File: config.mk
export PLATFORM = sky130hd
export DESIGN_NAME = tank_drive_mix_normalize
export DESIGN_NICKNAME = d
export VERILOG_FILES = /design/src/rtl/core/tdm_pkg.sv /design/src/rtl/core/tank_drive_mix_normalize.sv /design/src/rtl/core/tdm_div_step.sv
export SDC_FILE = /design/constraint.sdc
export NUM_CORES = 2
export LEC_CHECK = 0
export BUFFER_PORTS_ARGS = -buffer_cell sky130_fd_sc_hd__buf_2
export CAP_MARGIN = 20
export CELL_PAD_IN_SITES_DETAIL_PLACEMENT = 0
export CELL_PAD_IN_SITES_GLOBAL_PLACEMENT = 2
export CORE_MARGIN = 1.5
export CORE_UTILIZATION = 44
export CTS_CLUSTER_SIZE = 8
export DETAILED_ROUTE_END_ITERATION = 7
export GPL_ROUTABILITY_DRIVEN = 0
export PLACE_DENSITY = 0.92
export REMOVE_ABC_BUFFERS = 1
export SYNTH_ARGS = -nofsm -noshare
export SYNTH_HDL_FRONTEND = slang
export SYNTH_SLANG_ARGS = --single-unit
File: constraint.sdc
create_clock -name aclk -period 8.6 [get_ports aclk]
set_clock_uncertainty 0.15 [all_clocks]
set_input_delay 1.29 -clock aclk [delete_from_list [all_inputs] [get_ports aclk]]
set_output_delay 1.29 -clock aclk [all_outputs]
set_load 0.01 [all_outputs]
File: src/rtl/core/tdm_pkg.sv
// Shared constants and register codes for the tank drive mixer.
`default_nettype none

package tdm_pkg;

    // Configuration register index
    localparam int CFG_IDX_W = 3;

    typedef enum logic [CFG_IDX_W-1:0] {
        CFG_DEADZONE    = 3'd0,
        CFG_SPEED_LEVEL = 3'd1,
        CFG_MULT_HIGH   = 3'd2,
        CFG_MULT_MID    = 3'd3,
        CFG_MULT_LOW    = 3'd4,
        CFG_LEFT_GAIN   = 3'd5,
        CFG_RIGHT_GAIN  = 3'd6
    } cfg_reg_t;

    // Speed level codes; any other level selects the low multiplier
    localparam logic [1:0] LEVEL_HIGH = 2'd3;
    localparam logic [1:0] LEVEL_MID  = 2'd2;

    localparam logic [6:0] DEADZONE_RESET    = 7'd5;
    localparam logic [1:0] SPEED_LEVEL_RESET = 2'd2;

    // Full scale drive in percent and the quotient width that holds it
    localparam int         QBITS   = 7;
    localparam logic [6:0] PCT_MAX = 7'd100;

endpackage

`default_nettype wire

File: src/rtl/core/tank_drive_mix_normalize.sv
// One word per cycle sustained while the result port does not stall.
// Stages: deadzone and speed multiply, gain multiply, max select, dividend,
// seven restoring division steps for the ratio normalization, output register.
// A stall at the result port holds every full stage in place; empty stages still load, so bubbles are filled first.
// Reset (synchronous, aresetn low) empties the pipeline and loads register defaults.
`default_nettype none

module tank_drive_mix_normalize #(
    parameter int GAIN_FRAC_BITS = 8
) (
    input  wire logic                                aclk,
    input  wire logic                                aresetn,
    input  wire logic                                s_valid,
    output logic                                     s_ready,
    input  wire logic signed [7:0]                   s_left_cmd,
    input  wire logic signed [7:0]                   s_right_cmd,
    output logic                                     m_valid,
    input  wire logic                                m_ready,
    output logic signed [7:0]                        m_left_out,
    output logic signed [7:0]                        m_right_out,
    input  wire logic                                cfg_valid,
    output logic                                     cfg_ready,
    input  wire logic [tdm_pkg::CFG_IDX_W-1:0]       cfg_index,
    input  wire logic [((GAIN_FRAC_BITS+1 > 7) ? GAIN_FRAC_BITS+1 : 7)-1:0] cfg_data
);
    import tdm_pkg::*;

    localparam int F   = GAIN_FRAC_BITS;
    localparam int MW  = F + 1;            // multiplier and gain width
    localparam int M1W = 8 + MW;           // command times multiplier
    localparam int PW  = M1W + MW;         // full side product
    localparam int DW  = PW + QBITS;       // dividend, 100 times the smaller side
    localparam int N   = QBITS + 5;        // pipeline stages
    localparam logic [PW-1:0] LIMIT = PW'(100) << (2 * F);

    localparam logic [MW-1:0] MULT_HIGH_RESET = MW'(1) << F;
    localparam logic [MW-1:0] MULT_MID_RESET  = MW'(3) << (F - 2);
    localparam logic [MW-1:0] MULT_LOW_RESET  = MW'(1) << (F - 1);
    localparam logic [MW-1:0] GAIN_RESET      = MW'(1) << F;

    typedef struct packed {
        logic       l_neg;
        logic       r_neg;
        logic       left_max;
        logic       norm;
        logic [6:0] plain_l;
        logic [6:0] plain_r;
    } side_t;

    typedef struct packed {
        logic [M1W-1:0] l_p;
        logic [M1W-1:0] r_p;
        logic           l_neg;
        logic           r_neg;
    } st1_t;

    typedef struct packed {
        logic [PW-1:0] lm;
        logic [PW-1:0] rm;
        logic          l_neg;
        logic          r_neg;
    } st2_t;

    typedef struct packed {
        logic [PW-1:0] mx;
        logic [PW-1:0] mn;
        side_t         side;
    } st3_t;

    typedef struct packed {
        logic [DW-1:0]    rem;
        logic [PW-1:0]    den;
        logic [QBITS-1:0] q;
        side_t            side;
    } div_t;

    // Configuration registers
    logic [6:0]    deadzone_reg;
    logic [1:0]    speed_level_reg;
    logic [MW-1:0] mult_high_reg, mult_mid_reg, mult_low_reg;
    logic [MW-1:0] left_gain_reg, right_gain_reg;

    assign cfg_ready = 1'b1;

    always_ff @(posedge aclk) begin
        if (!aresetn) begin
            deadzone_reg    <= DEADZONE_RESET;
            speed_level_reg <= SPEED_LEVEL_RESET;
            mult_high_reg   <= MULT_HIGH_RESET;
            mult_mid_reg    <= MULT_MID_RESET;
            mult_low_reg    <= MULT_LOW_RESET;
            left_gain_reg   <= GAIN_RESET;
            right_gain_reg  <= GAIN_RESET;
        end else if (cfg_valid) begin
            case (cfg_index)
                CFG_DEADZONE:    deadzone_reg    <= cfg_data[6:0];
                CFG_SPEED_LEVEL: speed_level_reg <= cfg_data[1:0];
                CFG_MULT_HIGH:   mult_high_reg   <= cfg_data[MW-1:0];
                CFG_MULT_MID:    mult_mid_reg    <= cfg_data[MW-1:0];
                CFG_MULT_LOW:    mult_low_reg    <= cfg_data[MW-1:0];
                CFG_LEFT_GAIN:   left_gain_reg   <= cfg_data[MW-1:0];
                CFG_RIGHT_GAIN:  right_gain_reg  <= cfg_data[MW-1:0];
                default: ;
            endcase
        end
    end

    // Pipeline flow control: a stage loads when it is empty or drains
    logic [N-1:0] v_reg, v_next, en;

    always_comb begin
        en[N-1] = !v_reg[N-1] || m_ready;
        for (int i = N - 2; i >= 0; i--) begin
            en[i] = !v_reg[i] || en[i+1];
        end
        v_next[0] = en[0] ? s_valid : v_reg[0];
        for (int i = 1; i < N; i++) begin
            v_next[i] = en[i] ? v_reg[i-1] : v_reg[i];
        end
    end

    always_ff @(posedge aclk) begin
        if (!aresetn) begin
            v_reg <= '0;
        end else begin
            v_reg <= v_next;
        end
    end

    assign s_ready = en[0];
    assign m_valid = v_reg[N-1];

    // Stage 1: deadzone, sign split, speed multiplier
    st1_t          st1_reg, st1_next;
    logic [7:0]    l_raw, r_raw, l_mag, r_mag;
    logic          l_keep, r_keep;
    logic [MW-1:0] mult;

    always_comb begin
        case (speed_level_reg)
            LEVEL_HIGH: mult = mult_high_reg;
            LEVEL_MID:  mult = mult_mid_reg;
            default:    mult = mult_low_reg;
        endcase
        l_raw  = s_left_cmd;
        r_raw  = s_right_cmd;
        l_mag  = l_raw[7] ? 8'(~l_raw + 8'd1) : l_raw;
        r_mag  = r_raw[7] ? 8'(~r_raw + 8'd1) : r_raw;
        l_keep = (l_mag >= {1'b0, deadzone_reg});
        r_keep = (r_mag >= {1'b0, deadzone_reg});
        st1_next.l_p   = l_keep ? (M1W'(l_mag) * M1W'(mult)) : '0;
        st1_next.r_p   = r_keep ? (M1W'(r_mag) * M1W'(mult)) : '0;
        st1_next.l_neg = l_raw[7] && l_keep;
        st1_next.r_neg = r_raw[7] && r_keep;
    end

    always_ff @(posedge aclk) begin
        if (en[0]) begin
            st1_reg <= st1_next;
        end
    end

    // Stage 2: side correction gain
    st2_t st2_reg, st2_next;

    always_comb begin
        st2_next.lm    = PW'(st1_reg.l_p) * PW'(left_gain_reg);
        st2_next.rm    = PW'(st1_reg.r_p) * PW'(right_gain_reg);
        st2_next.l_neg = st1_reg.l_neg;
        st2_next.r_neg = st1_reg.r_neg;
    end

    always_ff @(posedge aclk) begin
        if (en[1]) begin
            st2_reg <= st2_next;
        end
    end

    // Stage 3: pick the larger side, flag normalization, unscaled percent
    st3_t st3_reg, st3_next;

    always_comb begin
        st3_next.side.left_max = (st2_reg.lm >= st2_reg.rm);
        st3_next.mx = st3_next.side.left_max ? st2_reg.lm : st2_reg.rm;
        st3_next.mn = st3_next.side.left_max ? st2_reg.rm : st2_reg.lm;
        st3_next.side.norm    = (st3_next.mx > LIMIT);
        // without normalization both sides are at most 100 after the shift
        st3_next.side.plain_l = st2_reg.lm[2*F +: 7];
        st3_next.side.plain_r = st2_reg.rm[2*F +: 7];
        st3_next.side.l_neg   = st2_reg.l_neg;
        st3_next.side.r_neg   = st2_reg.r_neg;
    end

    always_ff @(posedge aclk) begin
        if (en[2]) begin
            st3_reg <= st3_next;
        end
    end

    // Stage 4 and the division steps
    div_t divs_reg  [QBITS+1];
    div_t divs_next [QBITS+1];

    always_comb begin
        divs_next[0].rem  = (DW'(st3_reg.mn) << 6) + (DW'(st3_reg.mn) << 5)
                          + (DW'(st3_reg.mn) << 2);
        divs_next[0].den  = st3_reg.mx;
        divs_next[0].q    = '0;
        divs_next[0].side = st3_reg.side;
    end

    genvar k;
    generate
        for (k = 0; k < QBITS; k++) begin : g_div
            tdm_div_step #(
                .DW (DW),
                .PW (PW),
                .K  (QBITS - 1 - k)
            ) u_step (
                .rem_in  (divs_reg[k].rem),
                .den     (divs_reg[k].den),
                .q_in    (divs_reg[k].q),
                .rem_out (divs_next[k+1].rem),
                .q_out   (divs_next[k+1].q)
            );
            assign divs_next[k+1].den  = divs_reg[k].den;
            assign divs_next[k+1].side = divs_reg[k].side;
        end

        for (k = 0; k <= QBITS; k++) begin : g_div_reg
            always_ff @(posedge aclk) begin
                if (en[3+k]) begin
                    divs_reg[k] <= divs_next[k];
                end
            end
        end
    endgenerate

    // Output stage: if normalizing, larger side gives full scale, smaller the quotient; else plain percent
    logic [7:0] out_l_reg, out_r_reg, out_l_next, out_r_next;
    logic [6:0] mag_l, mag_r;
    side_t      fin;

    always_comb begin
        fin = divs_reg[QBITS].side;
        if (fin.norm) begin
            mag_l = fin.left_max ? PCT_MAX : divs_reg[QBITS].q;
            mag_r = fin.left_max ? divs_reg[QBITS].q : PCT_MAX;
        end else begin
            mag_l = fin.plain_l;
            mag_r = fin.plain_r;
        end
        out_l_next = fin.l_neg ? 8'(~{1'b0, mag_l} + 8'd1) : {1'b0, mag_l};
        out_r_next = fin.r_neg ? 8'(~{1'b0, mag_r} + 8'd1) : {1'b0, mag_r};
    end

    always_ff @(posedge aclk) begin
        if (en[N-1]) begin
            out_l_reg <= out_l_next;
            out_r_reg <= out_r_next;
        end
    end

    assign m_left_out  = out_l_reg;
    assign m_right_out = out_r_reg;

endmodule

`default_nettype wire

File: src/rtl/core/tdm_div_step.sv
// One restoring division step: decides one quotient bit of rem / den.
`default_nettype none

module tdm_div_step #(
    parameter int DW = 33,
    parameter int PW = 26,
    parameter int K  = 0
) (
    input  wire logic [DW-1:0]              rem_in,
    input  wire logic [PW-1:0]              den,
    input  wire logic [tdm_pkg::QBITS-1:0]  q_in,
    output logic      [DW-1:0]              rem_out,
    output logic      [tdm_pkg::QBITS-1:0]  q_out
);
    import tdm_pkg::*;

    logic [DW-1:0] trial;
    logic          ge;

    always_comb begin
        trial   = DW'(den) << K;
        ge      = (rem_in >= trial);
        rem_out = ge ? (rem_in - trial) : rem_in;
        q_out   = q_in;
        q_out[K] = ge;
    end

endmodule

`default_nettype wire
==> impl_metrics.py <==
metrics = {
    "floorplan": {
        "ios": 52,
        "die_h_um": 354,
        "initial_core_util": 0.444,
        "fp.coreArea_um2": 122000,
        "die_area_um2": 125000,
        "die_w_um": 354,
        "rows": 128,
    },
    "critical_path": {
        "criticalPathCategory": "input port to flop",
        "path_max_fanout": 10,
        "cp_data_arrival_time_ns": 6.74,
        "cp-end-kind": "flop",
        "slowest_stage": "xor2_1",
        "cp-startpoint": "s_right_cmd[0]",
        "required_ns": 8.89,
        "path_cells": "buf_2, clkinv_1, ha_1, nand2_1, nand2_1, xor2_1, or2_2, fa_1, fa_1, inv_1, fa_1, inv_1, fa_1, inv_1, ha_1, a21boi_0, o21ai_0, nand2b_1, a21o_1, a21o_1, a311oi_1, xor2_1, nor2_1",
        "rr_startpoint": "right_gain_reg[2]",
        "path_common_cell": "fa_1",
        "cp-start-kind": "input port",
        "crit_path_max_incr_delay_ns": 0.60,
    },
    "placement": {
        "port_buffers": 50,
        "dpl_cell_area_um2": 56100,
        "dp_hpwl_mm": 86.0,
    },
    "detailed_routing": {
        "drc": 0,
        "drt_pass1_iterations": 7,
        "ant_nets": 0,
        "initialDrtViolationCount": 1770,
        "drt-total-wl_mm": 110,
        "via_per_inst": 5.12,
        "wl_per_cell_um": 16.5,
        "vias": 34200,
    },
    "yosys": {
        "syn_area_per_cell_um2": 11.0,
        "postSynth.asyncResetShare": 0,
        "synth_cells": 4938,
        "syn_area_um2": 54100,
        "synth-seq-cells": 814,
        "synth_edf_count": 748,
        "synth_top_flop_cell": "edfxtp_1",
        "ys_types": 93,
        "ys_warn_count": 0,
        "synth_seq_area_share": 0.440,
    },
    "clocking": {
        "numCtsBuffers": 114,
        "post-cts-setup-buffers": 0,
        "cts_sinks": 814,
        "cts_resized": 0,
        "cts_tree": "done",
        "clkSlewWorstSetupHoldPaths_ns": 0.06,
        "hold_buffers": 0,
        "clk_path_buf_depth": 3,
        "htreeDepth": 3,
        "insertion_delay_ns": 0.70,
        "root_buffer": "clkbuf_16",
    },
    "global_route": {
        "grt_pass1_wl_mm": 181,
        "grt_max_degree": 79,
        "overflow": 0,
        "grt_pass1_vias": 35800,
        "antenna_found_initial": 1,
        "grt_use_total": 0.179,
    },
    "power": {
        "power.total_mw": 20.4,
        "power.leakage_nw": 25.8,
        "power.ir.vdd_worst_mv": 0.232,
        "power_density_nw_per_um2": 344,
    },
    "run": {
        "drv_cap": 0,
    },
    "timing": {
        "finalCritPeriodShare": 0.750,
        "worst_pin_slew_ns": 1.04,
        "setup-violations-final": 0,
        "rsz0062_at_grt": "false",
        "hold_violations": 0,
        "drv_slew": 0,
        "fmax_mhz": 155,
        "totalNegativeSetupSlack_ns": 0,
        "maxSlewHeadroom": 0.299,
        "finalCriticalPeriod_ns": 6.45,
    },
    "layout": {
        "multi_input_area_um2": 27100,
        "final_area_um2": 59300,
        "fin_nets": 5796,
        "fillCellCount": 11000,
        "layout-drive-gt1-share": 0.0725,
        "largest_reg_flops": 572,
        "syn2layout_area_growth_pct": 9.75,
        "fin_util": 0.487,
        "seq_area_um2": 23800,
    },
    "outcome": {
        "outcome": "finished clean",
    },
    "worst_hold_path": {
        "min_path_type": "flop to flop",
        "hp-start": "divs_next[626]",
    },
}
synth_stat cells, types with 52 or more instances:
cell / number / area, µm²
ha_1: 420 / 5260
nand2b_1: 52 / 325
nand2_1: 464 / 1740
xor2_1: 76 / 666
and2_1: 161 / 1010
dfxtp_1: 66 / 1320
nor2_1: 328 / 1230
nor2b_1: 70 / 438
inv_1: 712 / 2670
a21o_1: 124 / 931
nor3_1: 59 / 295
xnor2_1: 165 / 1450
a21oi_1: 232 / 1160
fa_1: 325 / 6510
mux2_2: 92 / 1040
edfxtp_1: 748 / 22500
a21boi_0: 56 / 420
o21ai_0: 157 / 786
clkbuf_1: 82 / 308
nand3_1: 72 / 360
final cells by class:
cell class,instances,share of cell area
multi-input combinational,3295,0.457
sequential,814,0.401
clock buffer,150,0.0509
inverter,714,0.0452
tap,1625,0.0343
timing repair buffer,79,0.00805
clock inverter,12,0.00350
antenna,1,0.0000422
through the flow:
step | worst slack, ns | hold WS, ns | cells
6_report | 2.15 | 0.237 | 6690
5_1_grt | 1.71 | 0.242 | 6689
4_1_cts | 2.16 | 0.242 | 6688
3_5_place_dp | 1.44 | 0.255 | 6526
3_3_place_gp | 1.52 | 0.252 | 6525
2_1_floorplan | 2.03 | 0.250 | 4823
metal layers:
layer  track usage  vias up  wire length, µm
li1              -    17000                -
met1         0.214    16400            46800
met2         0.327      561            56000
met3        0.0219      202             3760
met4        0.0646        0             3740
met5             0        -                0
cell families (layout without fill, tap and decap cells):
logic type / Yosys count / count (layout) / synth area share
flip-flops: 814 / 814 / 0.440
AND/OR/NAND/NOR: 1362 / 1362 / 0.120
AO/OA/AOI/OAI: 833 / 833 / 0.101
XOR/XNOR: 241 / 241 / 0.0390
other: 1 / 2 / 0.0000693
buffers and inverters: 829 / 955 / 0.0592
adder cells (fa/ha/maj): 745 / 745 / 0.217
multiplexers: 113 / 113 / 0.0232
placed cells by master (no fill, tap or decap), drive strengths merged, types with 25 or more instances in the layout:
cell type	synthesis	routed
xor2	76	76
nand2	465	465
and2	161	161
nand4	27	27
buf	33	79
fa	325	325
nor2b	71	71
a21oi	235	235
nor2	328	328
ha	420	420
xnor2	165	165
nand2b	52	52
edfxtp	748	748
nand3	72	72
or3	25	25
clkbuf	82	150
a21o	124	124
a21boi	59	59
inv	713	713
o21a	43	43
dfxtp	66	66
nor3	59	59
mux2	94	94
o21ai	174	174
final timing paths:
check / slack (ns) / endpoint / depth (start not counted)
worst max-delay path: 2.15 / st1_reg[15] / 23
worst min-delay path: 0.24 / divs_reg[0][38] / 0
worst max register to register: 2.28 / st2_reg[26] / 19
worst min register to register: 0.24 / divs_reg[0][38] / 0
report_power, final:
group / internal [mW] / switching [mW] / total, mW
combinational: 4.13 / 4.99 / 9.12
clock: 2.44 / 1.61 / 4.05
sequential: 6.34 / 0.899 / 7.24
total: 12.9 / 7.50 / 20.4
worst max-delay path: cells and delay by family:
kind                     cells  cell delay, ns
XOR/XNOR                     2            0.77
AO/OA/AOI/OAI                5            1.04
AND/OR/NAND/NOR              5            0.52
buffers and inverters        5            0.56
adder cells (fa/ha/maj)      6            2.59
(Power assumes the default switching activity.)
